[src/hdl/hidkbd_pkg.sv]
// Package with shared types and constants of the HID keyboard report engine.
package hidkbd_pkg;

  // Action codes carried in the input tuser.
  localparam logic [1:0] ActPress   = 2'd0;
  localparam logic [1:0] ActRelease = 2'd1;
  localparam logic [1:0] ActReady   = 2'd2;
  localparam logic [1:0] ActSetup   = 2'd3;

  // HID class request codes.
  localparam logic [7:0] RqGetReport   = 8'h01;
  localparam logic [7:0] RqGetIdle     = 8'h02;
  localparam logic [7:0] RqGetProtocol = 8'h03;
  localparam logic [7:0] RqSetReport   = 8'h09;
  localparam logic [7:0] RqSetIdle     = 8'h0A;
  localparam logic [7:0] RqSetProtocol = 8'h0B;

  // Request type decoding and report type for Get Report.
  localparam logic [7:0] TypeMask    = 8'h60;
  localparam logic [7:0] TypeClass   = 8'h20;
  localparam logic [7:0] ReportInput = 8'h01;

  // Reply kinds carried in the output tuser.
  localparam logic [1:0] KindNone     = 2'd0;
  localparam logic [1:0] KindReport   = 2'd1;
  localparam logic [1:0] KindProtocol = 2'd2;
  localparam logic [1:0] KindIdle     = 2'd3;

  // Number of slots that appear in the report.
  localparam int ShownSlots = 6;
  localparam int KeysW      = 8 * ShownSlots;

  typedef struct packed {
    logic [15:0] request_value;
    logic [7:0]  request_code;
    logic [7:0]  request_type;
    logic        endpoint_busy;
    logic        link_active;
    logic [7:0]  key_code;
    logic [1:0]  action;
  } in_item_t;

  typedef struct packed {
    logic [7:0]       reply_byte;
    logic [1:0]       reply_kind;
    logic             handled;
    logic [KeysW-1:0] report_keys;
    logic             send_report;
  } out_item_t;

  // Commands from the controller to the datapath.
  typedef struct packed {
    logic capture;
    logic execute;
  } cmd_t;

endpackage

[src/hdl/hid_keyboard_report_engine_core.sv]
// Top level of the HID keyboard report engine: stream ports, controller and datapath.
// An input transfer is captured into the input register, then executed into the result
// register once that register is free; a new item is taken only after the last is executed.
// The result register frees the input side, so a new item is taken while a result waits.
// Reset (rst_ni low, asynchronous) clears all key slots, the changed flag, the protocol
// and idle bytes, the controller state and the output valid.
module hid_keyboard_report_engine_core #(
  parameter int KEY_SLOTS = 6
) (
  input  logic        clk_i,
  input  logic        rst_ni,
  // Input stream.
  input  logic        s_axis_tvalid,
  output logic        s_axis_tready,
  // tdata from bit 0: key_code[7:0], link_active, endpoint_busy, request_type[7:0],
  // request_code[7:0], request_value[15:0], zero fill to 48 bits.
  input  logic [47:0] s_axis_tdata,
  // tuser: action[1:0].
  input  logic [1:0]  s_axis_tuser,
  // Output stream.
  output logic        m_axis_tvalid,
  input  logic        m_axis_tready,
  // tdata from bit 0: send_report, report_keys[47:0], handled, reply_byte[7:0],
  // zero fill to 64 bits.
  output logic [63:0] m_axis_tdata,
  // tuser: reply_kind[1:0].
  output logic [1:0]  m_axis_tuser
);

  hidkbd_pkg::cmd_t      cmd;
  hidkbd_pkg::in_item_t  item;
  hidkbd_pkg::out_item_t result;

  // Unpack the input transfer into the item fields.
  always_comb begin
    item.action        = s_axis_tuser;
    item.key_code      = s_axis_tdata[7:0];
    item.link_active   = s_axis_tdata[8];
    item.endpoint_busy = s_axis_tdata[9];
    item.request_type  = s_axis_tdata[17:10];
    item.request_code  = s_axis_tdata[25:18];
    item.request_value = s_axis_tdata[41:26];
  end

  hidkbd_ctrl u_ctrl (
    .clk_i       (clk_i),
    .rst_ni      (rst_ni),
    .in_valid_i  (s_axis_tvalid),
    .in_ready_o  (s_axis_tready),
    .out_valid_o (m_axis_tvalid),
    .out_ready_i (m_axis_tready),
    .cmd_o       (cmd)
  );

  hidkbd_datapath #(
    .KEY_SLOTS (KEY_SLOTS)
  ) u_datapath (
    .clk_i    (clk_i),
    .rst_ni   (rst_ni),
    .cmd_i    (cmd),
    .item_i   (item),
    .result_o (result)
  );

  // Pack the result register into the output transfer.
  assign m_axis_tdata = {6'd0, result.reply_byte, result.handled,
                         result.report_keys, result.send_report};
  assign m_axis_tuser = result.reply_kind;

endmodule

[src/hdl/hidkbd_datapath.sv]
// Datapath of the HID keyboard report engine: slots, flags, setup decoding, result register.
module hidkbd_datapath #(
  parameter int KEY_SLOTS = 6
) (
  input  logic                 clk_i,
  input  logic                 rst_ni,
  input  hidkbd_pkg::cmd_t     cmd_i,
  input  hidkbd_pkg::in_item_t item_i,
  output hidkbd_pkg::out_item_t result_o
);

  hidkbd_pkg::in_item_t  in_q;
  hidkbd_pkg::out_item_t out_q, out_d;

  logic [7:0] slot_q [KEY_SLOTS];
  logic [7:0] slot_d [KEY_SLOTS];
  logic       changed_q, changed_d;
  logic [7:0] protocol_q, protocol_d;
  logic [7:0] idle_q, idle_d;

  logic [KEY_SLOTS-1:0] hit_first;
  logic                 any_hit;
  logic                 sent_c;
  logic                 key_act;
  logic [7:0]           match_code, fill_code;

  always_ff @(posedge clk_i or negedge rst_ni) begin
    if (!rst_ni) begin
      in_q  <= '0;
      out_q <= '0;
    end else begin
      if (cmd_i.capture) begin
        in_q <= item_i;
      end
      if (cmd_i.execute) begin
        out_q <= out_d;
      end
    end
  end

  always_ff @(posedge clk_i or negedge rst_ni) begin
    if (!rst_ni) begin
      for (int i = 0; i < KEY_SLOTS; i++) begin
        slot_q[i] <= 8'd0;
      end
      changed_q  <= 1'b0;
      protocol_q <= 8'd0;
      idle_q     <= 8'd0;
    end else if (cmd_i.execute) begin
      slot_q     <= slot_d;
      changed_q  <= changed_d;
      protocol_q <= protocol_d;
      idle_q     <= idle_d;
    end
  end

  // First slot that holds the code being searched for.
  always_comb begin
    logic seen;
    key_act    = (in_q.action == hidkbd_pkg::ActPress) ||
                 (in_q.action == hidkbd_pkg::ActRelease);
    match_code = (in_q.action == hidkbd_pkg::ActPress) ? 8'd0 : in_q.key_code;
    fill_code  = (in_q.action == hidkbd_pkg::ActPress) ? in_q.key_code : 8'd0;
    seen       = 1'b0;
    for (int i = 0; i < KEY_SLOTS; i++) begin
      hit_first[i] = key_act && !seen && (slot_q[i] == match_code);
      seen         = seen || (slot_q[i] == match_code);
    end
    any_hit = |hit_first;
  end

  always_comb begin
    slot_d     = slot_q;
    changed_d  = changed_q;
    protocol_d = protocol_q;
    idle_d     = idle_q;
    sent_c     = 1'b0;
    out_d      = '0;

    for (int i = 0; i < KEY_SLOTS; i++) begin
      if (hit_first[i]) begin
        slot_d[i] = fill_code;
      end
    end

    if (any_hit) begin
      // A change qualifies for sending when the link is active and the endpoint is free.
      sent_c    = in_q.link_active && !in_q.endpoint_busy;
      changed_d = !sent_c;
    end else if (in_q.action == hidkbd_pkg::ActReady) begin
      sent_c = in_q.link_active && !in_q.endpoint_busy &&
               ((idle_q != 8'd0) || changed_q);
      if (sent_c) begin
        changed_d = 1'b0;
      end
    end else if ((in_q.action == hidkbd_pkg::ActSetup) &&
                 ((in_q.request_type & hidkbd_pkg::TypeMask) == hidkbd_pkg::TypeClass)) begin
      unique case (in_q.request_code)
        hidkbd_pkg::RqGetReport: begin
          if (in_q.request_value[15:8] == hidkbd_pkg::ReportInput) begin
            out_d.handled    = 1'b1;
            out_d.reply_kind = hidkbd_pkg::KindReport;
          end
        end
        hidkbd_pkg::RqSetReport: begin
          out_d.handled = 1'b1;
        end
        hidkbd_pkg::RqGetProtocol: begin
          out_d.handled    = 1'b1;
          out_d.reply_kind = hidkbd_pkg::KindProtocol;
          out_d.reply_byte = protocol_q;
        end
        hidkbd_pkg::RqSetProtocol: begin
          out_d.handled = 1'b1;
          protocol_d    = in_q.request_value[7:0];
        end
        hidkbd_pkg::RqGetIdle: begin
          out_d.handled    = 1'b1;
          out_d.reply_kind = hidkbd_pkg::KindIdle;
          out_d.reply_byte = idle_q;
        end
        hidkbd_pkg::RqSetIdle: begin
          out_d.handled = 1'b1;
          idle_d        = in_q.request_value[15:8];
        end
        default: begin
        end
      endcase
    end

    out_d.send_report = sent_c;
    for (int i = 0; i < hidkbd_pkg::ShownSlots; i++) begin
      if (i < KEY_SLOTS) begin
        out_d.report_keys[8*i +: 8] = slot_d[i];
      end
    end
  end

  assign result_o = out_q;

  a_hit_onehot : assert property (@(posedge clk_i) disable iff (!rst_ni)
    $onehot0(hit_first))
    else $error("more than one slot selected for update");

  a_send_clears : assert property (@(posedge clk_i) disable iff (!rst_ni)
    (cmd_i.execute && sent_c) |=> !changed_q)
    else $error("changed flag survived a sent report");

  a_state_holds : assert property (@(posedge clk_i) disable iff (!rst_ni)
    !cmd_i.execute |=> ($stable(protocol_q) && $stable(idle_q) && $stable(changed_q)))
    else $error("engine state moved without an execute command");

endmodule

[src/hdl/hidkbd_ctrl.sv]
// Controller of the HID keyboard report engine: capture/execute sequencing and output valid.
module hidkbd_ctrl (
  input  logic             clk_i,
  input  logic             rst_ni,
  input  logic             in_valid_i,
  output logic             in_ready_o,
  output logic             out_valid_o,
  input  logic             out_ready_i,
  output hidkbd_pkg::cmd_t cmd_o
);

  localparam logic StIdle = 1'b0;
  localparam logic StExec = 1'b1;

  logic state_q, state_d;
  logic out_valid_q, out_valid_d;
  logic out_free;

  assign out_free    = !out_valid_q || out_ready_i;
  assign in_ready_o  = (state_q == StIdle);
  assign out_valid_o = out_valid_q;

  always_comb begin
    state_d       = state_q;
    out_valid_d   = out_valid_q && !out_ready_i;
    cmd_o.capture = 1'b0;
    cmd_o.execute = 1'b0;
    unique case (state_q)
      StIdle: begin
        if (in_valid_i) begin
          cmd_o.capture = 1'b1;
          state_d       = StExec;
        end
      end
      StExec: begin
        if (out_free) begin
          cmd_o.execute = 1'b1;
          out_valid_d   = 1'b1;
          state_d       = StIdle;
        end
      end
      default: begin
        state_d = StIdle;
      end
    endcase
  end

  always_ff @(posedge clk_i or negedge rst_ni) begin
    if (!rst_ni) begin
      state_q     <= StIdle;
      out_valid_q <= 1'b0;
    end else begin
      state_q     <= state_d;
      out_valid_q <= out_valid_d;
    end
  end

  a_capture_then_exec : assert property (@(posedge clk_i) disable iff (!rst_ni)
    cmd_o.capture |=> (state_q == StExec))
    else $error("captured item not followed by execute state");

  a_exec_needs_room : assert property (@(posedge clk_i) disable iff (!rst_ni)
    cmd_o.execute |-> out_free)
    else $error("result register overwritten before transfer");

  a_exec_gives_valid : assert property (@(posedge clk_i) disable iff (!rst_ni)
    cmd_o.execute |=> out_valid_q)
    else $error("executed item produced no result");

endmodule
[config.mk]
export PLATFORM = sky130hd
export DESIGN_NAME = hid_keyboard_report_engine_core
export DESIGN_NICKNAME = d
export VERILOG_FILES = /design/src/hdl/hidkbd_pkg.sv /design/src/hdl/hid_keyboard_report_engine_core.sv /design/src/hdl/hidkbd_datapath.sv /design/src/hdl/hidkbd_ctrl.sv
export SDC_FILE = /design/constraint.sdc
export NUM_CORES = 1
export LEC_CHECK = 0
export BUFFER_PORTS_ARGS = -buffer_cell sky130_fd_sc_hd__buf_2
export CAP_MARGIN = 0
export CORE_MARGIN = 2
export CORE_UTILIZATION = 59
export CTS_CLUSTER_SIZE = 28
export DETAILED_ROUTE_END_ITERATION = 6
export GPL_TIMING_DRIVEN = 0
export PLACE_DENSITY = 0.91
export RECOVER_POWER = 100
export SLEW_MARGIN = 20
export SYNTH_ARGS = -nofsm -noshare
export SYNTH_HDL_FRONTEND = slang
export SYNTH_SLANG_ARGS = --single-unit
[constraint.sdc]
create_clock -name clk_i -period 4.2 [get_ports clk_i]
set_input_delay 0.21 -clock clk_i [delete_from_list [all_inputs] [get_ports clk_i]]
set_output_delay 0.21 -clock clk_i [all_outputs]
set_load 0.005 [all_outputs]
==> Implementation_results.wiki, run 1 <==
{| class="wikitable"
! Metric !! Value
|-
| Outcome || complete, but fails checks
|-
| Violations in the final reports || capacitance limit, slew limit
|-
| Tcrit/Tclk final || 85.7%
|-
| Die width || 103 microns
|-
| Minimum clock period || 3.60 ns
|-
| Routed wirelength normalized by instance count || 21.0 microns
|-
| Violation count after the first detailed-routing iteration || 221
|-
| Later-pin clock latency in the skew report || 0.52 ns
|-
| Area Overhead vs Synth || 30.1%
|-
| Critical Path Source Type || register
|-
| Pin slew with the least headroom to its limit || 2.26 ns
|-
| Area fraction of the dominant cell type after synthesis || 50.4%
|-
| Hold violation total from the final report || 0
|-
| DRC violations left || 0
|-
| Count of flip-flops with a built-in enable after synthesis || 0
|-
| Met3 track demand over resource || 9.54%
|-
| Post-synth top area cell || dfrtp_1
|-
| Flops & latches, synth || 117
|-
| Leak Pwr || 0.00343 uW
|-
| Library cell with the highest instance count after synthesis || dfrtp_1
|-
| Most heavily used metal layer in global routing || met2
|-
| Unique cell type count in the Yosys netlist || 46
|-
| CP Capture Type || register
|-
| Fraction of final layout cells sized beyond drive strength 1 || 31.7%
|-
| Clock-pin slew on the worst setup and hold paths || 0.06 ns
|-
| Share of flip-flops with an asynchronous set or reset || 100%
|-
| Routed vias || 4,883
|-
| Most common flop cell mapped by yosys || dfrtp_1
|-
| ANT cells || 0
|-
| CTS Root Buffer Type || clkbuf_8
|-
| Height of the chip || 103 microns
|-
| Cell count after synthesis || 484
|-
| Synthesized area per cell || 12.0 sq um
|-
| Total CTS buffers || 17
|-
| Worst relative slew slack || -50.7%
|-
| Remaining antenna violation count after routing || 0
|-
| Initial core utilization || 60.0%
|-
| Post-route setup TNS || 0 ns
|-
| Multi-input gate area in the final layout || 0.00271 sq mm
|-
| Total of endpoints with negative setup slack in the final report || 0
|-
| Class of the most critical setup path || register to register
|-
| Post-DP HPWL || 10,500 microns
|-
| CP Data Arrival Time || 4.00 ns
|-
| Maximum root-to-sink buffer count || 2
|-
| Nets || 707
|-
| Pin count of the biggest net entering global routing || 78
|-
| Synth top area cells || dfrtp_1 (50%), mux2_2 (20%), xnor2_1 (3.3%)
|-
| Data required time at the worst endpoint || 4.60 ns
|-
| Final slew viol count || 41
|-
| M1 GR Usage || 37.7%
|-
| Portion of the post-synthesis area used by sequential elements || 50.4%
|-
| Area of the die || 0.0107 sq mm
|-
| Total number of yosys warnings || 0
|-
| # fillers || 649
|-
| All-layer global routing usage || 33.0%
|-
| Number of H-tree branching levels || 4
|-
| Number of buffers inserted by post-CTS setup repair || 0
|-
| Fmax || 278 MHz
|-
| Overall power consumption || 5890 uW
|-
| Total congestion overflow after global routing || 0
|-
| Setup repair after global routing missed its margin || no
|-
| Wire length of the first global-routing pass || 25,800 microns
|-
| Placer Congestion || 0.941
|-
| Vias per inst || 6.11
|-
| Worst min path class || input pin to register
|-
| Placeable core area || 0.00968 sq mm
|-
| Number of antenna violations at the first check in global routing || 0
|-
| Layout Skew || 0.00957 ns
|-
| IO Pins || 122
|-
| CTS tree || yes
|-
| Max Cap Violations || 1
|-
| Post-synth top cells || dfrtp_1 (117), mux2_2 (102), nor2_1 (24)
|-
| Vias in the first global route || 4,964
|-
| Final Routed Wirelength || 16,800 microns
|-
| Highest ir drop seen on vdd || 0.412 mV
|-
| First drt pass iteration count || 5
|-
| Highest fanout seen on the critical path || 10
|-
| Cts-stage hold buffer count || 41
|-
| Power per standard cell area || 780 mW/mm^2
|-
| Number of gates resized after cts || 0
|-
| Quantity of I/O buffers inserted on ports || 103
|-
| Post-synthesis cell area || 0.00581 sq mm
|-
| Flip-flop and latch area || 0.00293 sq mm
|-
| Number of clock sinks seen by CTS || 117
|-
| Met2 usage in global routing || 57.7%
|-
| Placement Rows || 36
|}
stage by stage:
step	setup WS, ns	util [%]	cell area [sq um]	cells	hold WS (ns)
after detailed placement	1.05	67.6	6540	726	0.146
after global placement	1.03	67.2	6510	725	0.422
final	0.599	78.0	7560	799	0.460
after CTS	1.01	78.8	7630	799	0.167
after global routing	0.482	78.0	7560	799	0.451
after floorplan	1.69	-	5830	489	-0.0856
routing by layer:
layer,vias up,routed length (microns)
li1,2136,-
met1,2382,5960
met2,285,8700
met3,80,1430
met4,0,699
met5,-,0
where the power goes:
part / internal, uW / leakage, uW / switching [uW]
Combinational: 1030 / 0.00156 / 1190
Clock: 1100 / 0.000331 / 567
Sequential: 1530 / 0.00153 / 471
flip-flops by register name (all words and copies together) (netlist names):
name,count
u_datapath.in_q,38
u_datapath.changed_q,1
u_datapath.idle_q,8
u_ctrl.out_valid_o,1
u_datapath.protocol_q,8
u_ctrl.state_q,1
u_datapath.result_o,53
u_datapath.slot_q,7
critical path: stages (launching register included):
cell      delay (ns)
dfrtp_1         0.42
clkbuf_1        0.30
nor2_1          0.60
buf_2           0.36
nor2_1          0.07
o32ai_1         0.37
nand4_1         0.25
nor4b_4         0.69
mux2_2          0.41
cell families after synthesis:
family          synth area share [%]
flops                           50.4
simple gates                    12.4
xor+xnor                        3.62
other cells                   0.0646
mux                             21.2
buf+inv                         3.08
compound gates                  9.30
layout by cell type, fill, tap and decap left out, types with 3 or more instances in the layout:
| cell | n |
|---|---|
| clkbuf_1 | 61 |
| inv_6 | 7 |
| nand2b_1 | 6 |
| conb_1 | 6 |
| nand3_1 | 5 |
| nor2_1 | 25 |
| o21ai_0 | 15 |
| dfrtp_1 | 117 |
| mux2_1 | 3 |
| inv_1 | 3 |
| bufinv_16 | 6 |
| nor4bb_1 | 10 |
| mux2_2 | 99 |
| nand2_1 | 20 |
| nor2b_1 | 15 |
| o22a_1 | 4 |
| clkbuf_16 | 16 |
| o32ai_1 | 17 |
| or3_1 | 4 |
| or2_2 | 3 |
| xnor2_1 | 22 |
| mux2i_1 | 8 |
| a31oi_1 | 10 |
| nor3_1 | 8 |
| buf_2 | 66 |
| nand4_1 | 8 |
| buf_4 | 7 |
| dlygate4sd3_1 | 41 |
| and2_1 | 8 |
| a32oi_1 | 14 |
worst paths after layout:
kind / cells past startpoint / startpoint / endpoint / slack [ns]
worst max-delay path: 8 / u_datapath.in_q[0] / u_datapath.result_o[47] / 0.60
max in group asynchronous: 2 / rst_ni / u_datapath.result_o[49] / 2.00
worst max register to register: 8 / u_datapath.in_q[0] / u_datapath.result_o[47] / 0.60
min in group asynchronous: 2 / rst_ni / u_datapath.result_o[43] / 0.91
worst min register to register: 1 / u_datapath.changed_q / u_datapath.changed_q / 0.50
worst min-delay path: 3 / s_axis_tdata[2] / u_datapath.in_q[4] / 0.46
layout make-up:
type	count	area share, %
repair buffers	145	11.9
plain buffers	34	2.19
clock inverters	15	3.46
inverters	3	0.149
clock buffers	17	5.48
well taps	133	2.20
flip-flops and latches	117	38.7
multi-input cells	335	35.9
(Power assumes the default switching activity.)
==> run 2, diff against run 1 <==
--- a/config.mk
+++ b/config.mk
@@ -7,11 +7,12 @@
 export LEC_CHECK = 0
 export BUFFER_PORTS_ARGS = -buffer_cell sky130_fd_sc_hd__buf_2
 export CAP_MARGIN = 0
+export CORE_ASPECT_RATIO = 1.75
 export CORE_MARGIN = 2
 export CORE_UTILIZATION = 59
 export CTS_CLUSTER_SIZE = 28
 export DETAILED_ROUTE_END_ITERATION = 6
-export GPL_TIMING_DRIVEN = 0
+export GPL_TIMING_DRIVEN = 1
 export PLACE_DENSITY = 0.91
 export RECOVER_POWER = 100
 export SLEW_MARGIN = 20
==> Implementation_results.wiki, run 2 (same netlist as run 1, synthesis figures left out) <==
{| class="wikitable"
! Metric !! Value
|-
| Minimum clock period || 3.32 ns (-0.282 ns)
|-
| Post-route setup TNS || 0 ns (unchanged)
|-
| Initial core utilization || 61.0% (+0.99 points)
|-
| Tcrit/Tclk final || 79.0% (-6.7 points)
|-
| Worst path buffer plus inverter count || 2 (unchanged)
|-
| IO Pins || 122 (unchanged)
|-
| Total of endpoints with negative setup slack in the final report || 0 (unchanged)
|-
| Hold Crit Depth || 2 (-1)
|-
| Hold violation total from the final report || 0 (unchanged)
|-
| Outcome || complete, but fails checks
|-
| Commonest cells after routing, fill and taps aside || dfrtp_1 (117), mux2_2 (100), buf_2 (73)
|-
| Register-to-register setup slack || 0.88 ns (+0.28 ns)
|-
| Slowest stage cell, crit path || dfrtp_1
|-
| Remaining antenna violation count after routing || 0 (unchanged)
|-
| Startpoint of the worst hold path || s_axis_tvalid
|-
| Post-DP HPWL || 10,200 microns (-3.1%)
|-
| Final Routed Wirelength || 14,700 microns (-13%)
|-
| Vias in the first global route || 4,583 (-7.7%)
|-
| Crit Reg-Reg Endpoint || u_datapath.result_o[43]
|-
| Violations in the final reports || capacitance limit, slew limit
|-
| Final slew viol count || 103 (+150%)
|-
| Number of antenna violations at the first check in global routing || 0 (unchanged)
|-
| Area of the die || 0.0107 sq mm (+0.29%)
|-
| Die width || 79.0 microns (-23%)
|-
| Vias per inst || 6.33 (+3.5%)
|-
| Pin slew with the least headroom to its limit || 2.01 ns (-0.249 ns)
|-
| Largest stage delay on the critical path || 0.60 ns (-0.09 ns)
|-
| Critical Path Source Type || register
|-
| Flip-flop count of the largest register after layout || 53 (unchanged)
|-
| Leak Pwr || 0.00318 uW (-7.3%)
|-
| Number of clock sinks seen by CTS || 117 (unchanged)
|-
| Total CTS buffers || 17 (unchanged)
|-
| CTS tree || yes
|-
| Wire length of the first global-routing pass || 23,400 microns (-9.4%)
|-
| Data required time at the worst endpoint || 4.48 ns (-0.12 ns)
|-
| Worst relative slew slack || -34.0% (+17 points)
|-
| Pin count of the biggest net entering global routing || 82 (+5.1%)
|-
| Number of H-tree branching levels || 4 (unchanged)
|-
| Routed wirelength normalized by instance count || 20.4 microns (-2.8%)
|-
| Quantity of I/O buffers inserted on ports || 103 (unchanged)
|-
| Placement Rows || 47 (+31%)
|-
| All-layer global routing usage || 28.8% (-4.2 points)
|-
| DRC violations left || 0 (unchanged)
|-
| Power per standard cell area || 796 mW/mm^2 (+2.0%)
|-
| Highest ir drop seen on vdd || 0.407 mV (-1.2%)
|-
| Number of buffers inserted by post-CTS setup repair || 0 (unchanged)
|-
| Nets || 637 (-9.9%)
|-
| Class of the most critical setup path || register to register
|-
| Placer Congestion || 0.917 (-2.5%)
|-
| Kind of cell adding the most delay to the critical path || buffers and inverters
|-
| Layout Skew || 0.00723 ns (-0.00234 ns)
|-
| Max Cap Violations || 2 (+1)
|-
| CTS Root Buffer Type || clkbuf_16
|-
| Depth of the worst register-to-register path || 9 (+1)
|-
| First drt pass iteration count || 5 (unchanged)
|-
| ANT cells || 0 (unchanged)
|-
| Later-pin clock latency in the skew report || 0.40 ns (-0.12 ns)
|-
| Most frequent standard cell in the layout excluding fill and tap cells || dfrtp_1
|-
| Total congestion overflow after global routing || 0 (unchanged)
|-
| Post-route worst hold slack || 0.0333 ns (-0.426 ns)
|-
| Clock-pin slew on the worst setup and hold paths || 0.05 ns (about the same)
|-
| Placeable core area || 0.00953 sq mm (-1.6%)
|-
| Area Overhead vs Synth || 18.7%
|-
| Worst min path class || input pin to register
|-
| Launch point of the worst reg-to-reg path || u_datapath.in_q[1]
|-
| CP Capture Type || register
|-
| Fraction of final layout cells sized beyond drive strength 1 || 35.1% (+3.4 points)
|-
| Violation count after the first detailed-routing iteration || 358 (+62%)
|-
| Routed vias || 4,542 (-7.0%)
|-
| Critical-path cell list || nor2_2, buf_4, nor3_1, o32a_1, a32oi_1, nand2_1, nor4b_1, clkbuf_1, mux2_2
|-
| Maximum root-to-sink buffer count || 2 (unchanged)
|-
| Setup repair after global routing missed its margin || no
|-
| End point of the most critical hold path || u_ctrl.state_q
|-
| Fmax || 301 MHz (+8.5%)
|-
| Height of the chip || 135 microns (+31%)
|-
| CP Data Arrival Time || 3.60 ns (-0.40 ns)
|-
| Highest fanout seen on the critical path || 36 (+26)
|}
## run 2: worst max path at each step
| stage | startpoint | end | depth (start not counted) |
|---|---|---|---|
| finish | u_datapath.in_q[1] | u_datapath.result_o[43] | 9 |
| global route | u_datapath.in_q[1] | u_datapath.result_o[48] | 9 |
| CTS | u_datapath.in_q[1] | u_datapath.result_o[33] | 8 |
| detailed placement | u_datapath.in_q[1] | u_datapath.result_o[33] | 8 |
| global placement | u_datapath.in_q[1] | u_datapath.result_o[39] | 8 |
| floorplan | u_datapath.in_q[1] | u_datapath.result_o[41] | 8 |
## run 2: per-stage QoR
stage	area (sq um)	util, %	power, uW	cells	setup slack [ns]
3_5_place_dp	6370	66.9	4060	684	1.17
6_report	6890	72.4	5480	718	0.881
2_1_floorplan	5830	-	3360	489	1.69
4_1_cts	6960	73.0	5500	716	1.16
3_3_place_gp	6370	66.9	3940	684	1.21
5_1_grt	6890	72.4	5780	718	0.689
## run 2: final cells by class
cell class                      instances  area (sq um)
Sequential cell                       117          2930
Multi-Input combinational cell        335          2700
Fill cell                             684          2630
Timing Repair Buffer                  109           513
Clock buffer                           23           488
Tap cell                              122           153
Clock inverter                          9           100
Inverter                                3          11.3
## run 2: metal layers
| metal | GRT usage, % | vias to the layer above | routed length, microns |
|---|---|---|---|
| met5 | 0 | - | 0 |
| met4 | 17.1 | 0 | 826 |
| met3 | 7.40 | 59 | 995 |
| met2 | 49.5 | 234 | 7700 |
| met1 | 31.4 | 2253 | 5150 |
| li1 | - | 1996 | - |
## run 2: power by group
group	internal [uW]	switching (uW)	total [uW]
logic	960	914	1870
clock network	930	481	1410
registers	1530	669	2200
## run 2: what timing repair did
| action | 4_1_cts | 5_1_grt |
|---|---|---|
| hold buffers | 0 | 1 |
| gates resized for setup | 0 | 0 |
| endpoints found under the hold margin | 0 | 80 |
